$ cat src/hw/rtl/srpid_pkg.sv
// srpid_pkg: shared types and constants for the slip-ratio PID torque limiter.
// Used by srpid_div, srpid_mac and slip_ratio_pid_torque_limiter; no dependencies.

package srpid_pkg;

   // default sizes
   localparam int SPEED_BITS_DEF    = 12;
   localparam int FRAC_BITS_DEF     = 12;
   localparam int INTEGRAL_BITS_DEF = 24;

   // fixed field widths
   localparam int RATIO_BITS  = 16;
   localparam int GAIN_BITS   = 8;
   localparam int TORQUE_BITS = 10;
   localparam int ERROR_BITS  = 18;
   localparam int DERIV_BITS  = 19;
   localparam int CSR_IDX_BITS  = 3;
   localparam int CSR_DATA_BITS = 16;

   // register reset values
   localparam logic [RATIO_BITS-1:0]  TARGET_SLIP_RST  = 16'd410;
   localparam logic [TORQUE_BITS-1:0] TORQUE_LIMIT_RST = 10'd100;
   localparam logic [RATIO_BITS-1:0]  RATIO_MAX        = 16'hFFFF;

   // register map
   typedef enum logic [CSR_IDX_BITS-1:0] {
      REG_TARGET_SLIP  = 3'd0,
      REG_KP_GAIN      = 3'd1,
      REG_KI_GAIN      = 3'd2,
      REG_KD_GAIN      = 3'd3,
      REG_TORQUE_LIMIT = 3'd4
   } reg_index_type;

   // sequencer states
   typedef enum logic [3:0] {
      ST_IDLE,
      ST_DIV_GO,
      ST_DIV_WAIT,
      ST_ERROR,
      ST_MUL_P,
      ST_MUL_I,
      ST_MUL_D,
      ST_DRAIN,
      ST_CLAMP,
      ST_DONE
   } state_type;

   // divider status back to the sequencer
   typedef struct packed {
      logic done;
   } div_status_type;

   // multiply-accumulate control from the sequencer
   typedef struct packed {
      logic clear;
      logic op_valid;
   } mac_ctl_type;

endpackage

$ cat src/hw/rtl/slip_ratio_pid_torque_limiter.sv
// slip_ratio_pid_torque_limiter: slip-ratio PID with clamped torque output.
// Drive request: the bit-serial divider, then three passes through one shared multiplier,
// then the clamp; with both front speeds zero the divider is skipped. Hold request: the
// held torque is handed on with no computation. One request in flight; the next is taken
// the cycle after the result is handed on.
// Synchronous reset: registers to defaults, integral, last error and torque to zero.

module slip_ratio_pid_torque_limiter #(
   parameter int SPEED_BITS    = srpid_pkg::SPEED_BITS_DEF,
   parameter int FRAC_BITS     = srpid_pkg::FRAC_BITS_DEF,
   parameter int INTEGRAL_BITS = srpid_pkg::INTEGRAL_BITS_DEF
) (
   input  logic                                  clock,
   input  logic                                  reset,
   // request channel
   input  logic                                  req_valid,
   output logic                                  req_stall,
   input  logic [SPEED_BITS-1:0]                 req_front_right_speed,
   input  logic [SPEED_BITS-1:0]                 req_front_left_speed,
   input  logic [SPEED_BITS-1:0]                 req_rear_right_speed,
   input  logic [SPEED_BITS-1:0]                 req_rear_left_speed,
   input  logic                                  req_drive_active,
   // result channel
   output logic                                  rsp_valid,
   input  logic                                  rsp_stall,
   output logic [srpid_pkg::TORQUE_BITS-1:0]     rsp_torque_adjust,
   output logic                                  rsp_updated,
   output logic [srpid_pkg::RATIO_BITS-1:0]      rsp_slip_ratio,
   output logic                                  rsp_front_stopped,
   // register write channel
   input  logic                                  csr_valid,
   output logic                                  csr_ready,
   input  logic [srpid_pkg::CSR_IDX_BITS-1:0]    csr_index,
   input  logic [srpid_pkg::CSR_DATA_BITS-1:0]   csr_wdata
);

   localparam int IB   = INTEGRAL_BITS;
   localparam int EB   = srpid_pkg::ERROR_BITS;
   localparam int DB   = srpid_pkg::DERIV_BITS;
   localparam int OPW  = (IB > DB) ? IB : DB;
   localparam int ACCW = OPW + srpid_pkg::GAIN_BITS + 3;
   localparam int QW   = ACCW - FRAC_BITS;
   localparam int TB   = srpid_pkg::TORQUE_BITS;
   localparam int RB   = srpid_pkg::RATIO_BITS;
   localparam int GB   = srpid_pkg::GAIN_BITS;

   // configuration registers
   logic [RB-1:0] target_ff;
   logic [GB-1:0] kp_ff, ki_ff, kd_ff;
   logic [TB-1:0] limit_ff;

   // controller state
   logic signed [IB-1:0] esum_ff, esum_in;
   logic signed [EB-1:0] lerr_ff, lerr_in;
   logic [TB-1:0]        held_ff, held_in;

   // working registers
   srpid_pkg::state_type state_ff, state_in;
   logic [SPEED_BITS:0]  front_ff, front_in;
   logic [SPEED_BITS:0]  rear_ff, rear_in;
   logic [RB-1:0]        ratio_ff, ratio_in;
   logic                 stop_ff, stop_in;
   logic                 upd_ff, upd_in;
   logic signed [EB-1:0] err_ff, err_in;
   logic signed [DB-1:0] deriv_ff, deriv_in;

   // output register
   logic          rsp_valid_ff, rsp_valid_in;
   logic [TB-1:0] rsp_torque_ff, rsp_torque_in;
   logic          rsp_upd_ff, rsp_upd_in;
   logic [RB-1:0] rsp_ratio_ff, rsp_ratio_in;
   logic          rsp_stop_ff, rsp_stop_in;

   // shared unit hookups
   srpid_pkg::div_status_type div_status;
   logic [RB-1:0]             div_ratio;
   logic                      div_start;
   srpid_pkg::mac_ctl_type    mac_ctl;
   logic [GB-1:0]             mac_gain;
   logic signed [OPW-1:0]     mac_operand;
   logic signed [ACCW-1:0]    mac_acc;

   // scratch
   logic                 accept;
   logic [SPEED_BITS:0]  front_now;
   logic signed [EB-1:0] err_now;
   logic signed [IB:0]   esum_wide;
   logic [QW-1:0]        q_now;

   srpid_div #(
      .SPEED_BITS (SPEED_BITS),
      .FRAC_BITS  (FRAC_BITS)
   ) u_div (
      .clock     (clock),
      .reset     (reset),
      .start     (div_start),
      .front_sum (front_ff),
      .rear_sum  (rear_ff),
      .status    (div_status),
      .ratio     (div_ratio)
   );

   srpid_mac #(
      .OPW (OPW)
   ) u_mac (
      .clock   (clock),
      .reset   (reset),
      .ctl     (mac_ctl),
      .gain    (mac_gain),
      .operand (mac_operand),
      .acc     (mac_acc)
   );

   // register writes, always ready
   assign csr_ready = 1'b1;

   always_ff @(posedge clock) begin
      if (reset) begin
         target_ff <= srpid_pkg::TARGET_SLIP_RST;
         kp_ff     <= '0;
         ki_ff     <= '0;
         kd_ff     <= '0;
         limit_ff  <= srpid_pkg::TORQUE_LIMIT_RST;
      end else if (csr_valid && csr_ready) begin
         case (csr_index)
            srpid_pkg::REG_TARGET_SLIP:  target_ff <= csr_wdata[RB-1:0];
            srpid_pkg::REG_KP_GAIN:      kp_ff     <= csr_wdata[GB-1:0];
            srpid_pkg::REG_KI_GAIN:      ki_ff     <= csr_wdata[GB-1:0];
            srpid_pkg::REG_KD_GAIN:      kd_ff     <= csr_wdata[GB-1:0];
            srpid_pkg::REG_TORQUE_LIMIT: limit_ff  <= csr_wdata[TB-1:0];
            default: ;
         endcase
      end
   end

   // sequencer: next state and datapath control
   always_comb begin
      state_in  = state_ff;
      front_in  = front_ff;
      rear_in   = rear_ff;
      ratio_in  = ratio_ff;
      stop_in   = stop_ff;
      upd_in    = upd_ff;
      err_in    = err_ff;
      deriv_in  = deriv_ff;
      esum_in   = esum_ff;
      lerr_in   = lerr_ff;
      held_in   = held_ff;
      div_start = 1'b0;
      mac_ctl   = '0;
      mac_gain  = kp_ff;
      mac_operand = OPW'(err_ff);

      rsp_torque_in = rsp_torque_ff;
      rsp_upd_in    = rsp_upd_ff;
      rsp_ratio_in  = rsp_ratio_ff;
      rsp_stop_in   = rsp_stop_ff;
      rsp_valid_in  = rsp_valid_ff && rsp_stall;

      req_stall = (state_ff != srpid_pkg::ST_IDLE);
      accept    = req_valid && !req_stall;
      front_now = {1'b0, req_front_right_speed} + {1'b0, req_front_left_speed};
      err_now   = $signed({2'b00, target_ff}) - $signed({2'b00, ratio_ff});
      esum_wide = (IB+1)'(err_now) + (IB+1)'(esum_ff);
      q_now     = mac_acc[ACCW-1:FRAC_BITS];

      case (state_ff)
         srpid_pkg::ST_IDLE: begin
            if (accept) begin
               front_in = front_now;
               rear_in  = {1'b0, req_rear_right_speed} + {1'b0, req_rear_left_speed};
               if (!req_drive_active) begin
                  upd_in   = 1'b0;
                  ratio_in = '0;
                  stop_in  = 1'b0;
                  state_in = srpid_pkg::ST_DONE;
               end else if (front_now == '0) begin
                  upd_in   = 1'b1;
                  ratio_in = srpid_pkg::RATIO_MAX;
                  stop_in  = 1'b1;
                  state_in = srpid_pkg::ST_ERROR;
               end else begin
                  upd_in   = 1'b1;
                  stop_in  = 1'b0;
                  state_in = srpid_pkg::ST_DIV_GO;
               end
            end
         end
         srpid_pkg::ST_DIV_GO: begin
            div_start = 1'b1;
            state_in  = srpid_pkg::ST_DIV_WAIT;
         end
         srpid_pkg::ST_DIV_WAIT: begin
            if (div_status.done) begin
               ratio_in = div_ratio;
               state_in = srpid_pkg::ST_ERROR;
            end
         end
         // error, saturating integral, derivative
         srpid_pkg::ST_ERROR: begin
            err_in   = err_now;
            deriv_in = DB'(err_now) - DB'(lerr_ff);
            lerr_in  = err_now;
            if (esum_wide[IB] != esum_wide[IB-1]) begin
               esum_in = esum_wide[IB] ? {1'b1, {(IB-1){1'b0}}} : {1'b0, {(IB-1){1'b1}}};
            end else begin
               esum_in = esum_wide[IB-1:0];
            end
            mac_ctl.clear = 1'b1;
            state_in = srpid_pkg::ST_MUL_P;
         end
         srpid_pkg::ST_MUL_P: begin
            mac_ctl.op_valid = 1'b1;
            mac_gain    = kp_ff;
            mac_operand = OPW'(err_ff);
            state_in    = srpid_pkg::ST_MUL_I;
         end
         srpid_pkg::ST_MUL_I: begin
            mac_ctl.op_valid = 1'b1;
            mac_gain    = ki_ff;
            mac_operand = OPW'(esum_ff);
            state_in    = srpid_pkg::ST_MUL_D;
         end
         srpid_pkg::ST_MUL_D: begin
            mac_ctl.op_valid = 1'b1;
            mac_gain    = kd_ff;
            mac_operand = OPW'(deriv_ff);
            state_in    = srpid_pkg::ST_DRAIN;
         end
         srpid_pkg::ST_DRAIN: begin
            state_in = srpid_pkg::ST_CLAMP;
         end
         // clamp to 0..limit
         srpid_pkg::ST_CLAMP: begin
            if (mac_acc[ACCW-1] || (mac_acc == '0)) begin
               held_in = '0;
            end else if (q_now > QW'(limit_ff)) begin
               held_in = limit_ff;
            end else begin
               held_in = q_now[TB-1:0];
            end
            state_in = srpid_pkg::ST_DONE;
         end
         // hand the result to the output register once it is free
         srpid_pkg::ST_DONE: begin
            if (!rsp_valid_ff || !rsp_stall) begin
               rsp_valid_in  = 1'b1;
               rsp_torque_in = held_ff;
               rsp_upd_in    = upd_ff;
               rsp_ratio_in  = ratio_ff;
               rsp_stop_in   = stop_ff;
               state_in      = srpid_pkg::ST_IDLE;
            end
         end
         default: begin
            state_in = srpid_pkg::ST_IDLE;
         end
      endcase
   end

   always_ff @(posedge clock) begin
      if (reset) begin
         state_ff     <= srpid_pkg::ST_IDLE;
         rsp_valid_ff <= 1'b0;
         esum_ff      <= '0;
         lerr_ff      <= '0;
         held_ff      <= '0;
      end else begin
         state_ff     <= state_in;
         rsp_valid_ff <= rsp_valid_in;
         esum_ff      <= esum_in;
         lerr_ff      <= lerr_in;
         held_ff      <= held_in;
      end
   end

   // payload, no reset
   always_ff @(posedge clock) begin
      front_ff      <= front_in;
      rear_ff       <= rear_in;
      ratio_ff      <= ratio_in;
      stop_ff       <= stop_in;
      upd_ff        <= upd_in;
      err_ff        <= err_in;
      deriv_ff      <= deriv_in;
      rsp_torque_ff <= rsp_torque_in;
      rsp_upd_ff    <= rsp_upd_in;
      rsp_ratio_ff  <= rsp_ratio_in;
      rsp_stop_ff   <= rsp_stop_in;
   end

   assign rsp_valid         = rsp_valid_ff;
   assign rsp_torque_adjust = rsp_torque_ff;
   assign rsp_updated       = rsp_upd_ff;
   assign rsp_slip_ratio    = rsp_ratio_ff;
   assign rsp_front_stopped = rsp_stop_ff;

endmodule

$ cat src/hw/rtl/srpid_div.sv
// srpid_div: restoring divider, one quotient bit per cycle, for the slip ratio.
// Depends on srpid_pkg. Result saturates to the 16-bit ratio range.

module srpid_div #(
   parameter int SPEED_BITS = srpid_pkg::SPEED_BITS_DEF,
   parameter int FRAC_BITS  = srpid_pkg::FRAC_BITS_DEF
) (
   input  logic                              clock,
   input  logic                              reset,
   input  logic                              start,
   input  logic [SPEED_BITS:0]               front_sum,
   input  logic [SPEED_BITS:0]               rear_sum,
   output srpid_pkg::div_status_type         status,
   output logic [srpid_pkg::RATIO_BITS-1:0]  ratio
);

   localparam int DW = SPEED_BITS + 1 + FRAC_BITS;
   localparam int RW = SPEED_BITS + 2;
   localparam int CW = $clog2(DW + 1);

   logic [DW-1:0]       num_ff, num_in;
   logic [RW-1:0]       rem_ff, rem_in;
   logic [SPEED_BITS:0] den_ff, den_in;
   logic [CW-1:0]       cnt_ff, cnt_in;
   logic                busy_ff, busy_in;
   logic                done_ff, done_in;
   logic [RW-1:0]       trial;
   logic                ge;

   // one shift-and-subtract step
   always_comb begin
      trial  = {rem_ff[RW-2:0], num_ff[DW-1]};
      ge     = (trial >= {1'b0, den_ff});
      num_in = num_ff;
      rem_in = rem_ff;
      den_in = den_ff;
      cnt_in = cnt_ff;
      busy_in = busy_ff;
      done_in = done_ff;
      if (start) begin
         num_in  = {rear_sum, {FRAC_BITS{1'b0}}};
         rem_in  = '0;
         den_in  = front_sum;
         cnt_in  = CW'(DW);
         busy_in = 1'b1;
         done_in = 1'b0;
      end else if (busy_ff) begin
         num_in = {num_ff[DW-2:0], ge};
         rem_in = ge ? (trial - {1'b0, den_ff}) : trial;
         cnt_in = cnt_ff - CW'(1);
         if (cnt_ff == CW'(1)) begin
            busy_in = 1'b0;
            done_in = 1'b1;
         end
      end
   end

   always_ff @(posedge clock) begin
      if (reset) begin
         busy_ff <= 1'b0;
         done_ff <= 1'b0;
         cnt_ff  <= '0;
      end else begin
         busy_ff <= busy_in;
         done_ff <= done_in;
         cnt_ff  <= cnt_in;
      end
   end

   // datapath, no reset
   always_ff @(posedge clock) begin
      num_ff <= num_in;
      rem_ff <= rem_in;
      den_ff <= den_in;
   end

   // saturate quotient to 16 bits
   assign ratio = (|num_ff[DW-1:srpid_pkg::RATIO_BITS]) ? srpid_pkg::RATIO_MAX
                                                        : num_ff[srpid_pkg::RATIO_BITS-1:0];
   assign status.done = done_ff;

endmodule

$ cat src/hw/rtl/srpid_mac.sv
// srpid_mac: shared gain multiplier with registered product and accumulator.
// Depends on srpid_pkg. One product per cycle, added to the accumulator in the following cycle.

module srpid_mac #(
   parameter int OPW = srpid_pkg::INTEGRAL_BITS_DEF
) (
   input  logic                                   clock,
   input  logic                                   reset,
   input  srpid_pkg::mac_ctl_type                 ctl,
   input  logic [srpid_pkg::GAIN_BITS-1:0]        gain,
   input  logic signed [OPW-1:0]                  operand,
   output logic signed [OPW+srpid_pkg::GAIN_BITS+2:0] acc
);

   localparam int PW   = OPW + srpid_pkg::GAIN_BITS + 1;
   localparam int ACCW = OPW + srpid_pkg::GAIN_BITS + 3;

   logic signed [PW-1:0]   prod_ff, prod_in;
   logic                   pvld_ff, pvld_in;
   logic signed [ACCW-1:0] acc_ff, acc_in;
   logic signed [srpid_pkg::GAIN_BITS:0] gain_s;

   // multiply, then accumulate the previous product
   always_comb begin
      gain_s  = $signed({1'b0, gain});
      prod_in = gain_s * operand;
      pvld_in = ctl.op_valid;
      acc_in  = pvld_ff ? (acc_ff + ACCW'(prod_ff)) : acc_ff;
      if (ctl.clear) begin
         pvld_in = 1'b0;
         acc_in  = '0;
      end
   end

   always_ff @(posedge clock) begin
      if (reset) begin
         pvld_ff <= 1'b0;
      end else begin
         pvld_ff <= pvld_in;
      end
   end

   always_ff @(posedge clock) begin
      prod_ff <= prod_in;
      acc_ff  <= acc_in;
   end

   assign acc = acc_ff;

endmodule
$ cat config.mk
export PLATFORM = sky130hd
export DESIGN_NAME = slip_ratio_pid_torque_limiter
export DESIGN_NICKNAME = d
export VERILOG_FILES = /design/src/hw/rtl/srpid_pkg.sv /design/src/hw/rtl/slip_ratio_pid_torque_limiter.sv /design/src/hw/rtl/srpid_div.sv /design/src/hw/rtl/srpid_mac.sv
export SDC_FILE = /design/constraint.sdc
export NUM_CORES = 1
export LEC_CHECK = 0
export ABC_AREA = 0
export BUFFER_PORTS_ARGS = -buffer_cell sky130_fd_sc_hd__clkbuf_2
export CORE_MARGIN = 4
export CORE_UTILIZATION = 40
export DETAILED_ROUTE_END_ITERATION = 10
export GPL_ROUTABILITY_DRIVEN = 0
export GPL_TIMING_DRIVEN = 0
export HOLD_SLACK_MARGIN = 0.15
export SYNTH_ARGS = -nofsm -noshare
export SYNTH_HDL_FRONTEND = slang
export SYNTH_SLANG_ARGS = --single-unit
$ cat constraint.sdc
create_clock -name clock -period 6.8 [get_ports clock]
set_input_delay 0.34 -clock clock [delete_from_list [all_inputs] [get_ports clock]]
set_output_delay 0.34 -clock clock [all_outputs]
set_load 0.1 [all_outputs]
==> flow_metrics.env <==
export IMPL_grt_max_degree=36
export IMPL_crit_end="u_mac.prod_ff[32]"
export IMPL_antenna_found_initial=5
export IMPL_synth_top_flop_cell="dfxtp_1"
export IMPL_synth_nets=3267
export IMPL_synth_area_leaders="dfxtp_1 17%, edfxtp_1 16%, fa_1 13%"
export IMPL_worst_pin_slew_ps=1260
export IMPL_synth_seq_area_share_pct=32.7
export IMPL_drv_cap=0
export IMPL_syn_avg_cell_area_sq_um=8.80
export IMPL_timing_rr_end="u_mac.prod_ff[32]"
export IMPL_vias_per_cell=5.29
export IMPL_yosysMostFrequentCell="nand2_1"
export IMPL_worstHoldPathType="in -> reg"
export IMPL_core_sq_um=61700
export IMPL_timing_slew_headroom_pct=15.7
export IMPL_h_tree_depth=2
export IMPL_row_count=91
export IMPL_synth_seq_cells=340
export IMPL_via_count=20600
export IMPL_root_buffer="clkbuf_16"
export IMPL_hold_viol_final=0
export IMPL_die_w_microns=258
export IMPL_area_growth_pct=15.1
export IMPL_peakVddDrop_uv=226
export IMPL_period_needed_ps=6590
export IMPL_ys_async_sr_fraction_pct=0
export IMPL_nets=3459
export IMPL_drv_slew=0
export IMPL_clk_pin_slew_ps=60
export IMPL_holdWs_ps=227
export IMPL_end_kind="flip-flop"
export IMPL_ys_types=82
export IMPL_die_area_sq_um=66300
export IMPL_p_leak_nw=12.9
export IMPL_r2r_start="state_ff[3]"
export IMPL_drt_iter0_drc=1292
export IMPL_cts_tree="yes"
export IMPL_syn_instance_count=2831
export IMPL_track_usage_pct=19.7
export IMPL_synthesis_area_sq_um=24900
export IMPL_required_ps=7230
export IMPL_synthTopCellsByCount="409 x nand2_1, 327 x inv_1, 281 x nor2_1"
export IMPL_synth_edf_count=133
export IMPL_clock_latency_ps=570
export IMPL_setup_viol=0
export IMPL_grt_pass1_wl_microns=107000
export IMPL_power_w=0.00879
export IMPL_die_y_microns=258
export IMPL_seq_area_sq_um=8140
export IMPL_worstSetupStartpoint="state_ff[3]"
export IMPL_worstPathMaxFanout=10
export IMPL_cts_buffers=40
export IMPL_routed_wl_microns=66700
export IMPL_hpwl_microns=52700
export IMPL_gr_total_overflow=0
export IMPL_timing_fmax_mhz=152
export IMPL_drive_gt1_share_pct=9.36
export IMPL_start_util_pct=40.4
export IMPL_p_per_area_nw_per_um2=307
export IMPL_reg2reg_depth=23
export IMPL_cp_start_kind="flip-flop"
export IMPL_wire_per_inst_microns=17.1
export IMPL_ff2ff_setup_slack_ps=210
export IMPL_fin_skew_ps=26.6
export IMPL_fin_crit_sh_pct=96.9
export IMPL_n_fill_cell=5973
export IMPL_yosys_area_top_type="dfxtp_1"
export IMPL_ios=104
export IMPL_cts_buffer_depth=3
export IMPL_fin_util_pct=46.4
export IMPL_route_detailed_drc=0
export IMPL_yosys_warnings=0
export IMPL_status="finished clean"
export IMPL_netlist_area_leader_share_pct=16.6
export IMPL_dr_pass1_iters=5
export IMPL_grt_pass1_vias=20700
export IMPL_worstSetupPathType="reg -> reg"
export IMPL_place_port_buffers=102
export IMPL_cts_sinks=340
export IMPL_multi_input_area_sq_um=15400
export IMPL_ant_nets=0
export IMPL_arrival_ps=7020
where the power goes:
group	switching (W)	internal, W	total (W)
sequential	0.000269	0.00263	0.00290
clock	0.000898	0.00136	0.00226
combinational	0.00224	0.00140	0.00364
how the worst min path moves through the flow:
stage / startpoint / endpoint / cells past startpoint
after floorplan: stop_ff / rsp_front_stopped / 0
after global placement: upd_ff / rsp_updated / 0
after detailed placement: front_ff[9] / u_div.den_ff[9] / 0
after CTS: req_rear_left_speed[5] / rear_ff[5] / 3
after global routing: req_rear_left_speed[11] / rear_ff[11] / 3
final: req_rear_left_speed[5] / rear_ff[5] / 3
cells by family after synthesis:
group | count (synthesis) | share of synthesized area, %
AO/OA/AOI/OAI | 581 | 14.6
XOR/XNOR | 129 | 4.54
adder cells (fa/ha/maj) | 364 | 23.0
buffers and inverters | 419 | 6.35
flip-flops | 340 | 32.7
multiplexers | 54 | 2.18
other | 1 | 0.0151
AND/OR/NAND/NOR | 943 | 16.6
cells in the final DEF, fill, tap and decap left out, types with 48 or more instances in the layout:
master    count
a21o_1       57
ha_1        204
o21ai_0     120
dfxtp_1     204
edfxtp_1    133
fa_1        156
a21oi_1     208
clkbuf_1     53
xnor2_1      94
nand3_1      48
inv_1       327
clkbuf_2    110
mux2i_1      52
nand2_1     398
nor2_1      280
flip-flops by register name (all words and copies together), names as in the netlist, 16 cells and up:
name            cells
u_mac.acc          35
rsp_slip_ratio     16
target_ff          16
esum_ff            24
u_div.num_ff       25
u_mac.prod_ff      33
err_ff             17
deriv_ff           18
ratio_ff           16
lerr_ff            17
layer usage:
metal / global-route usage (%) / part of all wire, % / up-vias
li1: - / - / 9984
met1: 25.5 / 43 / 9899
met2: 33.8 / 47 / 593
met3: 3.45 / 6.4 / 109
met4: 6.13 / 3.2 / 8
met5: 0 / 0.069 / -
cell type report:
cell class / count / share of cell area, %
Sequential cell: 340 / 28.4
Buffer: 85 / 1.55
Multi-Input combinational cell: 2072 / 53.6
Antenna cell: 1 / 0.00873
Inverter: 328 / 4.30
Clock buffer: 50 / 3.73
Tap cell: 837 / 3.65
Clock inverter: 23 / 1.14
Timing Repair Buffer: 156 / 3.63
critical path, cell delays in order (launching register included):
cell      delay, ps
dfxtp_2         370
buf_6           150
nor2_4           50
and3_4          200
a22oi_1         350
and2_2          310
clkbuf_4        260
nor2_1           80
fa_1            450
fa_1            540
inv_1            50
fa_1            460
fa_1            540
inv_1            40
ha_1            330
o21a_1          210
a21o_1          210
a2111o_1        430
a32oi_2         280
and4b_1         300
nor3_1           70
a2111o_1        440
o31ai_2         220
xnor2_1         110
metrics by stage:
stage / cells / setup slack (ps) / instance area (sq um) / TNS [ps]
3_5_place_dp: 3774 / -1460 / 26500 / -14730
4_1_cts: 3882 / 3.56 / 28500 / 0
5_1_grt: 3892 / -2.56 / 28700 / -2.56
3_3_place_gp: 3770 / -1420 / 26500 / -13660
2_1_floorplan: 2831 / 258 / 24900 / 0
6_report: 3892 / 210 / 28700 / 0
timing repair:
item,4_1_cts,5_1_grt
hold endpoints to repair,45,0
setup buffers,19,8
endpoints found under the setup margin,21,3
hold buffers,22,0
cloned,0,1
pin swaps,11,10
gates resized for setup,64,51
No activity file was read; power rests on OpenSTA's default activity.
